--- src/psrq_pkg.sv ---
package psrq_pkg;

  // default store depth
  localparam int unsigned MaxPointsDef = 63;

  // coordinate and radius width
  localparam int unsigned CoordW = 16;

  // one stored point: x, y, z
  localparam int unsigned PointW = 3 * CoordW;

  // difference operand width, wide enough for any coordinate difference or the radius
  localparam int unsigned DiffW = CoordW + 1;

  // squared difference and its three-term sum
  localparam int unsigned AccW = 2 * DiffW;

  // radius squared width
  localparam int unsigned RadSqW = 2 * CoordW;

  // command to the shared square-accumulate unit
  typedef struct packed {
    logic valid;
    logic first;
    logic last;
  } sq_cmd_t;

endpackage

--- src/psrq_sq_unit.sv ---
// shared square-and-accumulate unit: acc = sum over a command run of (a - b)^2
module psrq_sq_unit (
  input  logic                               clk_i,
  input  logic                               rst_ni,
  input  psrq_pkg::sq_cmd_t                  cmd_i,
  input  logic signed [psrq_pkg::DiffW-1:0]  a_i,
  input  logic signed [psrq_pkg::DiffW-1:0]  b_i,
  output logic                               done_o,
  output logic        [psrq_pkg::AccW-1:0]   acc_o
);

  psrq_pkg::sq_cmd_t                  cmd1_q, cmd2_q;
  logic signed [psrq_pkg::DiffW-1:0]  diff_q;
  logic signed [psrq_pkg::AccW-1:0]   sq;
  logic        [psrq_pkg::AccW-1:0]   prod_q;
  logic        [psrq_pkg::AccW-1:0]   acc_q;
  logic                               done_q;

  assign sq = diff_q * diff_q;

  always_ff @(posedge clk_i or negedge rst_ni) begin
    if (!rst_ni) begin
      cmd1_q <= '0;
      cmd2_q <= '0;
      done_q <= 1'b0;
    end else begin
      cmd1_q <= cmd_i;
      cmd2_q <= cmd1_q;
      done_q <= cmd2_q.valid & cmd2_q.last;
    end
  end

  // subtract, square, accumulate: one register after each
  always_ff @(posedge clk_i) begin
    diff_q <= a_i - b_i;
    prod_q <= sq;
    if (cmd2_q.valid) begin
      acc_q <= (cmd2_q.first ? '0 : acc_q) + prod_q;
    end
  end

  assign done_o = done_q;
  assign acc_o  = acc_q;

endmodule

--- src/point_store_radius_query.sv ---
// Point store with fixed-radius query. An add transaction (kind 0) stores a
// point and widens the x/y bounding box; when the store is full the point is
// dropped and the sticky overflow flag is set. A query transaction (kind 1)
// scans the stored points in insertion order and returns one transaction per
// point whose squared distance is strictly below radius squared, then one
// summary transaction (last = 1) with the nearest such point, the small-region
// flag and the overflow flag. All squaring runs through one shared
// subtract-square-accumulate unit with a three-stage pipeline. A query first
// squares the radius, then for each stored point does one memory read, three
// axis issues and a wait for the pipeline to drain, with one more step for
// each match, and ends with the summary; output stalls hold the scan. The
// input is not ready while a query runs.
module point_store_radius_query #(
  parameter int unsigned MaxPoints = psrq_pkg::MaxPointsDef
) (
  input  logic                                clk_i,
  input  logic                                rst_ni,
  // input channel
  input  logic                                in_valid_i,
  output logic                                in_ready_o,
  input  logic                                kind_i,
  input  logic signed [psrq_pkg::CoordW-1:0]  px_i,
  input  logic signed [psrq_pkg::CoordW-1:0]  py_i,
  input  logic signed [psrq_pkg::CoordW-1:0]  pz_i,
  input  logic        [psrq_pkg::CoordW-1:0]  radius_i,
  // result channel
  output logic                                out_valid_o,
  input  logic                                out_ready_i,
  output logic                                result_kind_o,
  output logic signed [psrq_pkg::CoordW-1:0]  out_x_o,
  output logic signed [psrq_pkg::CoordW-1:0]  out_y_o,
  output logic signed [psrq_pkg::CoordW-1:0]  out_z_o,
  output logic                                small_region_o,
  output logic                                overflowed_o,
  output logic                                last_o
);

  localparam int unsigned CW = $clog2(MaxPoints + 1);
  localparam int unsigned IW = (MaxPoints > 1) ? $clog2(MaxPoints) : 1;
  localparam int unsigned W  = psrq_pkg::CoordW;
  localparam int unsigned DW = psrq_pkg::DiffW;
  localparam int unsigned AW = psrq_pkg::AccW;

  // sequencer codes
  localparam logic [3:0] S_IDLE  = 4'd0;
  localparam logic [3:0] S_RAD   = 4'd1;  // issue radius squared
  localparam logic [3:0] S_RWAIT = 4'd2;  // wait for radius squared
  localparam logic [3:0] S_RD    = 4'd3;  // read stored point
  localparam logic [3:0] S_X     = 4'd4;
  localparam logic [3:0] S_Y     = 4'd5;
  localparam logic [3:0] S_Z     = 4'd6;
  localparam logic [3:0] S_WAIT  = 4'd7;  // wait for squared distance
  localparam logic [3:0] S_EMIT  = 4'd8;  // hand out a matched point
  localparam logic [3:0] S_SUM   = 4'd9;  // hand out the summary

  logic [3:0] state_q, state_d;

  // store and bookkeeping
  logic [psrq_pkg::PointW-1:0] mem_q [MaxPoints];
  logic [psrq_pkg::PointW-1:0] rd_q;
  logic [CW-1:0]               count_q;
  logic [IW-1:0]               idx_q, idx_d;
  logic signed [W-1:0]         min_x_q, max_x_q, min_y_q, max_y_q;
  logic                        ovf_q;

  // query context
  logic signed [W-1:0]         qx_q, qy_q, qz_q;
  logic [W-1:0]                rad_q;
  logic                        small_q;
  logic [psrq_pkg::RadSqW-1:0] r2_q;
  logic [AW-1:0]               best_q;
  logic [psrq_pkg::PointW-1:0] near_q;

  // output register
  logic                        ov_q;
  logic                        okind_q, osmall_q, oovf_q;
  logic [psrq_pkg::PointW-1:0] opt_q;

  logic in_acc, is_add, is_query, store_full, out_free, out_load, last_pt;
  logic [W:0] width, height;
  logic [AW-1:0] r2_ext;

  psrq_pkg::sq_cmd_t     cmd;
  logic signed [DW-1:0]  op_a, op_b;
  logic                  sq_done;
  logic [AW-1:0]         sq_acc;

  assign in_ready_o = (state_q == S_IDLE);
  assign in_acc     = in_valid_i & in_ready_o;
  assign is_add     = in_acc & ~kind_i;
  assign is_query   = in_acc & kind_i;
  assign store_full = (count_q == CW'(MaxPoints));
  assign out_free   = ~ov_q | out_ready_i;
  assign last_pt    = ((CW'(idx_q) + CW'(1)) == count_q);
  assign r2_ext     = AW'(r2_q);

  // box extent, never negative since max >= min
  assign width  = (W+1)'($signed({max_x_q[W-1], max_x_q}) - $signed({min_x_q[W-1], min_x_q}));
  assign height = (W+1)'($signed({max_y_q[W-1], max_y_q}) - $signed({min_y_q[W-1], min_y_q}));

  // operand selection for the shared unit
  always_comb begin
    cmd  = '0;
    op_a = '0;
    op_b = '0;
    unique case (state_q)
      S_RAD: begin
        cmd  = '{valid: 1'b1, first: 1'b1, last: 1'b1};
        op_a = $signed({1'b0, rad_q});
      end
      S_X: begin
        cmd  = '{valid: 1'b1, first: 1'b1, last: 1'b0};
        op_a = DW'(signed'(rd_q[3*W-1:2*W]));
        op_b = DW'(qx_q);
      end
      S_Y: begin
        cmd  = '{valid: 1'b1, first: 1'b0, last: 1'b0};
        op_a = DW'(signed'(rd_q[2*W-1:W]));
        op_b = DW'(qy_q);
      end
      S_Z: begin
        cmd  = '{valid: 1'b1, first: 1'b0, last: 1'b1};
        op_a = DW'(signed'(rd_q[W-1:0]));
        op_b = DW'(qz_q);
      end
      default: begin
        cmd = '0;
      end
    endcase
  end

  psrq_sq_unit u_sq (
    .clk_i  (clk_i),
    .rst_ni (rst_ni),
    .cmd_i  (cmd),
    .a_i    (op_a),
    .b_i    (op_b),
    .done_o (sq_done),
    .acc_o  (sq_acc)
  );

  // sequencer
  always_comb begin
    state_d = state_q;
    idx_d   = idx_q;
    unique case (state_q)
      S_IDLE: begin
        if (is_query) state_d = S_RAD;
      end
      S_RAD: state_d = S_RWAIT;
      S_RWAIT: begin
        if (sq_done) begin
          idx_d   = '0;
          state_d = (count_q == '0) ? S_SUM : S_RD;
        end
      end
      S_RD: state_d = S_X;
      S_X:  state_d = S_Y;
      S_Y:  state_d = S_Z;
      S_Z:  state_d = S_WAIT;
      S_WAIT: begin
        if (sq_done) begin
          if (sq_acc < r2_ext) begin
            state_d = S_EMIT;
          end else if (last_pt) begin
            state_d = S_SUM;
          end else begin
            idx_d   = idx_q + IW'(1);
            state_d = S_RD;
          end
        end
      end
      S_EMIT: begin
        if (out_free) begin
          if (last_pt) begin
            state_d = S_SUM;
          end else begin
            idx_d   = idx_q + IW'(1);
            state_d = S_RD;
          end
        end
      end
      S_SUM: begin
        if (out_free) state_d = S_IDLE;
      end
      default: state_d = S_IDLE;
    endcase
  end

  assign out_load = out_free & ((state_q == S_EMIT) | (state_q == S_SUM));

  always_ff @(posedge clk_i or negedge rst_ni) begin
    if (!rst_ni) begin
      state_q <= S_IDLE;
      idx_q   <= '0;
      count_q <= '0;
      ovf_q   <= 1'b0;
      min_x_q <= '0;
      max_x_q <= '0;
      min_y_q <= '0;
      max_y_q <= '0;
      ov_q    <= 1'b0;
    end else begin
      state_q <= state_d;
      idx_q   <= idx_d;
      // add transaction: store, widen box, or flag overflow
      if (is_add) begin
        if (store_full) begin
          ovf_q <= 1'b1;
        end else begin
          count_q <= count_q + CW'(1);
          if (count_q == '0) begin
            min_x_q <= px_i;
            max_x_q <= px_i;
            min_y_q <= py_i;
            max_y_q <= py_i;
          end else begin
            if (px_i < min_x_q) min_x_q <= px_i;
            if (px_i > max_x_q) max_x_q <= px_i;
            if (py_i < min_y_q) min_y_q <= py_i;
            if (py_i > max_y_q) max_y_q <= py_i;
          end
        end
      end
      if (out_load) begin
        ov_q <= 1'b1;
      end else if (out_ready_i) begin
        ov_q <= 1'b0;
      end
    end
  end

  // point store, written on add and read one point at a time
  always_ff @(posedge clk_i) begin
    if (is_add && !store_full) begin
      mem_q[count_q[IW-1:0]] <= {px_i, py_i, pz_i};
    end
    if (state_q == S_RD) begin
      rd_q <= mem_q[idx_q];
    end
  end

  // query context and nearest tracking
  always_ff @(posedge clk_i) begin
    if (is_query) begin
      qx_q    <= px_i;
      qy_q    <= py_i;
      qz_q    <= pz_i;
      rad_q   <= radius_i;
      small_q <= ({1'b0, radius_i} > width) && ({1'b0, radius_i} > height);
    end
    if (state_q == S_RWAIT && sq_done) begin
      r2_q   <= sq_acc[psrq_pkg::RadSqW-1:0];
      best_q <= sq_acc;
      near_q <= '0;
    end
    if (state_q == S_WAIT && sq_done) begin
      // strict compare keeps the earlier point on a tie
      if (sq_acc < best_q) begin
        best_q <= sq_acc;
        near_q <= rd_q;
      end
    end
    if (out_load) begin
      okind_q  <= (state_q == S_SUM);
      opt_q    <= (state_q == S_SUM) ? near_q : rd_q;
      osmall_q <= (state_q == S_SUM) & small_q;
      oovf_q   <= (state_q == S_SUM) & ovf_q;
    end
  end

  assign out_valid_o    = ov_q;
  assign result_kind_o  = okind_q;
  assign out_x_o        = opt_q[3*W-1:2*W];
  assign out_y_o        = opt_q[2*W-1:W];
  assign out_z_o        = opt_q[W-1:0];
  assign small_region_o = osmall_q;
  assign overflowed_o   = oovf_q;
  assign last_o         = okind_q;

endmodule

--- config.mk ---
export PLATFORM = sky130hd
export DESIGN_NAME = point_store_radius_query
export DESIGN_NICKNAME = d
export VERILOG_FILES = /design/src/psrq_pkg.sv /design/src/psrq_sq_unit.sv /design/src/point_store_radius_query.sv
export SDC_FILE = /design/constraint.sdc
export NUM_CORES = 2
export LEC_CHECK = 0
export CAP_MARGIN = 20
export CORE_MARGIN = 3
export CORE_UTILIZATION = 45
export CTS_CLUSTER_DIAMETER = 30
export DETAILED_ROUTE_END_ITERATION = 16
export DONT_BUFFER_PORTS = 1
export MAX_ROUTING_LAYER = met4
export REMOVE_ABC_BUFFERS = 1
export SETUP_SLACK_MARGIN = 0.4
export SLEW_MARGIN = 40
export SYNTH_ARGS = -nofsm -noshare
export SYNTH_HDL_FRONTEND = slang
export SYNTH_HIERARCHICAL = 1
export SYNTH_SLANG_ARGS = --single-unit
--- constraint.sdc ---
create_clock -name clk_i -period 7 [get_ports clk_i]
set_clock_uncertainty 0.1 [all_clocks]
set_input_delay 2.1 -clock clk_i [delete_from_list [all_inputs] [get_ports clk_i]]
set_output_delay 2.1 -clock clk_i [all_outputs]
set_load 0.01 [all_outputs]
# == Word-level counts from Yosys, hierarchy flattened ==
# Memory sizes are Yosys's and may differ from the RTL's. A register that Yosys moved wholly into a read port is not among the register bits.
# Index checks and enable logic that the tools add are counted.
# op_classes
n_addsub,6
mul,1
magnitude_cmp,8
n_eq_ne,17
muxes,38
n_bitwise,12
n_reduce_logical,21
# ops
cell,n
48-bit two-way mux,4
34-bit two-way mux,4
16-bit two-way mux,8
17-bit case mux with 4 select lines,1
17-bit case mux with 3 select lines,1
4-bit case mux with 10 select lines,1
34-bit adder,1
16-bit by 17-bit > comparator with 1-bit output,2
34-bit by 32-bit < comparator with 1-bit output,1
34-bit < comparator,1
17-bit by 17-bit multiplier with 34-bit output,1
16-bit by 16-bit subtractor with 17-bit output,2
16-bit > comparator,2
16-bit < comparator,2
4-bit two-way mux,8
6-bit two-way mux,5
6-bit case mux with 3 select lines,1
17-bit subtractor,1
"4-bit by 3-bit == test with 1-bit output, second input constant",4
"6-bit by 1-bit adder with 6-bit output, second input constant",2
3-bit case mux with 4 select lines,1
3-bit AND reduction,4
5-bit AND reduction,2
2-bit nonzero test,5
other kinds (17),39
# totals
regBits,404
ramBits,3024
in_bits,69
out_inout_bits,54
word_cells,135
n_memories,1
# mem_list
memory,words,word_bits,rd,rd_clocked_by_memory_dff,write_ports,line_no,rtl
mem_q,63,48,1,1,1,point_store_radius_query.sv:59,logic [psrq_pkg::PointW-1:0] mem_q [MaxPoints];

# == Longest topological paths before layout ==
# logic_depth
depth_word,6
mapped_depth,25
mapped_depth_nobuf,23

# == By module ==
# Netlist, hierarchy kept.
# modules_own_cells
mod,n_inst,cells_per_inst,area_per_inst_um2,seq_area_each_um2
point_store_radius_query,1,6095,133772.0,100386.3
psrq_sq_unit,1,1548,14861.8,2197.1

# == Least setup slack after synthesis ==
# Ideal clock, no wire load.
# synth_timing
path_kind,input to register
from,input port out_ready_i
to,"register okind_q (netlist: last_o), enable pin"
setup_time_ns,0.533
arrival_ns,5.976
required_time_ns,6.367
slack_ns,0.391
stages,2
n_path_buf,0
path_cell_list,nand2b_1 > nor3b_1
# synth_via
elab_chain_len,2
# synth_rtl
item,line_no,rtl
from (decl),point_store_radius_query.sv:28,"input logic out_ready_i,"
1-bit bitwise OR,point_store_radius_query.sv:93,assign out_free = ~ov_q | out_ready_i;
1-bit AND,point_store_radius_query.sv:190,assign out_load = out_free & ((state_q == S_EMIT) | (state_q == S_SUM));
via out_load,point_store_radius_query.sv:79,"logic in_acc, is_add, is_query, store_full, out_free, out_load, last_pt;"
to (signal assigned),point_store_radius_query.sv:265,okind_q <= (state_q == S_SUM);
to (decl),point_store_radius_query.sv:76,"logic okind_q, osmall_q, oovf_q;"
# The timed path passes the listed nets, and every way through them passes these cells.
# A chain may end at the register's enable or synchronous reset.

# == Worst setup path in the final report ==
# layout_timing
from,register u_sq/diff_q[4] (netlist name)
to,register u_sq/prod_q[33] (netlist name)
# layout_via
elab_chain_len,1
# layout_rtl
item,line_no,rtl
from (decl),psrq_sq_unit.sv:13,logic signed [psrq_pkg::DiffW-1:0] diff_q;
from (signal assigned),psrq_sq_unit.sv:35,diff_q <= a_i - b_i;
17-bit by 17-bit multiplier with 34-bit output,psrq_sq_unit.sv:19,assign sq = diff_q * diff_q;
"via u_sq.sq, one bit",psrq_sq_unit.sv:14,logic signed [psrq_pkg::AccW-1:0] sq;
to (signal assigned),psrq_sq_unit.sv:36,prod_q <= sq;
to (decl),psrq_sq_unit.sv:15,logic [psrq_pkg::AccW-1:0] prod_q;
# The timed path passes the listed nets, and every way through them passes these cells.

==> metrics.cfg <==
[place]
gp_congestion=0.886
io_buffer_count=0
hpwl_mm=251
dp.cells=11900

[clock_tree]
cts_root_buf=clkbuf_16
clock_latency_ns=1.03
numCtsBuffers=661
cts_tree=done
cts_sinks=3475
clkSlewWorstSetupHoldPaths_ns=0.04
clk_path_buf_depth=4
htree_levels=6

[critical_path]
required_ns=7.84
path_max_fanout=19
endpoint_kind=flip-flop
worstPathArrival_ns=7.17
cp-start-kind=flip-flop
cp-startpoint=u_sq/diff_q[4]
r2r-end=u_sq/prod_q[33]
r2r_start=u_sq/diff_q[4]
critical_path_class=reg2reg
reg2reg_setup_slack_ns=0.67
rr_worst_depth=19

[timing]
finalCritPeriodShare=0.904
setup_tns_ns=0
finalCriticalPeriod_ns=6.33
fmax_mhz=158
hold_viol=0
worstMarginPinSlew_ns=0.972
setup-violations-final=0
rsz0062_at_grt=true
maxSlewViolCount=0
relSlewSlack=0.352

[logic_synthesis]
synth_area_um2=149000
yosys_register_bits=3475
netlist_instances=7643
synth-edff-count=3254
synth_cell_types=92
yosysSeqAreaShare=0.690
avgSynthCellArea_um2=19.4
ys_async_sr_fraction=0.0256
yosysWarnings=6
synth_flop_cell=edfxtp_1

[die]
die_h_um=581
die-area_um2=337000
core_area_um2=328000
ios=123
die_w_um=581
rows=210
initial_utilization=0.453

[power_and_ir_drop]
pwr-share-comb=0.001
switching_share=0.203
internal_power_uw=43700
clkPwrFrac=0.584
power_density_nw_per_um2=306
p_seq_frac=0.414
leakage_uw=0.0609
p_total_uw=54900
p_sw_uw=11100
peakVddDrop_mv=0.261

[route]
viasPerCell=6.00
firstDrtPassIters=6
routedWlPerCell_um=33.2
postRouteAntennaNets=0
drc=0
drt-total-wl_mm=436
drtIter0Drc=10300
num_vias=78900

[hold_path]
min_from=u_sq/cmd1_q[0]
hold-path-cell-count=0
hold_class=reg2reg
holdPathEnd=u_sq/cmd2_q[0]

[finish]
drive_gt1_frac=0.276
syn2layout_area_growth_pct=20.5
final_nets=8901
fillCellCount=25000
seqCellArea_um2=103000
stdcell_count=13200
multiInputGateArea_um2=43300

[job]
max_cap_viol_count=0

[global_routing]
grt_util_met3=0.0512
grt_pass1_wl_mm=618
grtUsageTotal=0.267
grt_pass1_vias=81100
busiest_layer=met2
grt_util_met2=0.409
grt_start_max_net_pins=131
antenna_found_initial=36
grt_use_met1=0.353
grt-ovfl-total=0

[status]
outcome=completed

## area by class of cell
| class | instances | area share |
|---|---|---|
| clock buffer | 762 | 0.0967 |
| clock inverter | 467 | 0.0316 |
| sequential | 3475 | 0.573 |
| tap | 4346 | 0.0304 |
| multi-input combinational | 3315 | 0.242 |
| antenna | 27 | 0.000377 |
| inverter | 529 | 0.0111 |
| timing repair buffer | 245 | 0.0150 |
## synthesized netlist by cell type, types with 68 or more instances
master,number,area (um2)
buf_2,93,465
inv_1,529,1990
mux2i_1,74,741
mux4_2,955,21500
and2_1,68,425
nor2_1,205,769
ha_1,336,4200
a21oi_1,143,716
xnor2_1,93,815
fa_1,269,5390
dfxtp_1,132,2640
dfrtp_1,89,2230
nand2_1,206,773
edfxtp_1,3254,97700
clkbuf_1,208,781
mux2_1,143,1610
nor2b_1,72,450
## cells in the final DEF, fill, tap and decap left out, drive strengths merged, types with 9 or more instances in the layout
cell,count
a22oi,34
buf,244
nor2,205
and2,68
mux2,146
o21a,16
nor3,41
nor2b,73
nand2b,39
a31oi,11
bufinv,82
dfxtp,132
or2,11
or3,17
mux2i,74
and3,63
a211oi,23
clkinvlp,66
a21o,58
xnor2,93
clkinv,260
nand4,27
nand3b,9
o31ai,13
a221o,50
o211ai,12
xor2,33
edfxtp,3254
nor3b,10
mux4,955
dfrtp,89
ha,336
a21oi,143
nand3,47
inv,588
o21ai,130
diode,27
fa,269
clkbuf,763
nand2,206
## power groups by stage
stage | clock network (uW) | logic (uW) | registers, uW
4_1_cts | 32400 | 73.6 | 22700
2_1_floorplan | 0 | 55.8 | 23100
5_1_grt | 33500 | 86.9 | 22700
3_3_place_gp | 0 | 68.4 | 23100
6_report | 32100 | 73.4 | 22700
3_5_place_dp | 0 | 72.4 | 23100
## registers in the layout, summed over array words and instances, names as in the netlist, 16 cells and up
name         cells
near_q          48
max_x_q         16
max_y_q         16
qx_q            16
qy_q            16
best_q          34
min_y_q         16
qz_q            16
opt_q           48
min_x_q         16
rd_q            48
mem_q         3024
r2_q            32
rad_q           16
u_sq/prod_q     33
u_sq/acc_o      34
u_sq/diff_q     17
## worst max-delay path by stage
| stage | end | slack, ns | cells after the start |
|---|---|---|---|
| 2_1_floorplan | idx_q[0] | -27.58 | 6 |
| 3_3_place_gp | u_sq/prod_q[25] | 0.37 | 20 |
| 3_5_place_dp | u_sq/prod_q[25] | 0.40 | 20 |
| 4_1_cts | u_sq/prod_q[25] | 0.43 | 20 |
| 5_1_grt | u_sq/prod_q[25] | 0.35 | 21 |
| 6_report | u_sq/prod_q[33] | 0.67 | 19 |
## cells by family after synthesis
family,Yosys count,synth area share
adders and majority gates,605,0.0645
and+or+nand+nor,842,0.0284
AOI/OAI and AO/OA,567,0.0261
buffers and inverters,853,0.0226
DFF,3475,0.690
xor gates and xnor gates,126,0.00742
muxes,1175,0.161
## repair_timing
action / in CTS / in global routing
gates resized for setup: 2 / 12
endpoints found under the setup margin: 2 / 7
pin swaps: 0 / 1
buffers inserted: 0 / 3
hold buffers: 0 / 0
## metal layers
metal / wire length (um) / share of wire / up-vias
met4: 19100 / 0.044 / 0
met2: 208000 / 0.48 / 3980
met5: 0 / 0 / -
li1: - / - / 32000
met3: 40200 / 0.092 / 814
met1: 169000 / 0.39 / 42100
## stage by stage
step | cell area, um2 | hold WS, ns | worst slack [ns] | util
2_1_floorplan | 147000 | 0.231 | -27.58 | -
3_3_place_gp | 156000 | 0.233 | 0.372 | 0.474
3_5_place_dp | 156000 | 0.239 | 0.402 | 0.476
4_1_cts | 179000 | 0.249 | 0.425 | 0.546
5_1_grt | 179000 | 0.260 | 0.346 | 0.546
6_report | 179000 | 0.247 | 0.670 | 0.546
## critical path, stage by stage (launching register included)
cell and delay, ns:
dfxtp_1 0.30, buf_4 0.21, and2_1 0.21, fa_2 0.64
inv_1 0.09, fa_1 0.59, fa_1 0.46, fa_1 0.57
fa_1 0.43, fa_1 0.50, inv_1 0.04, ha_1 0.34
a2111oi_0 0.40, o21ai_1 0.12, a221o_1 0.34, nor3_1 0.16
o21ai_1 0.13, and3_1 0.19, o211a_1 0.22, nor3_1 0.19
Note: power is estimated with default switching activity, not from simulation.
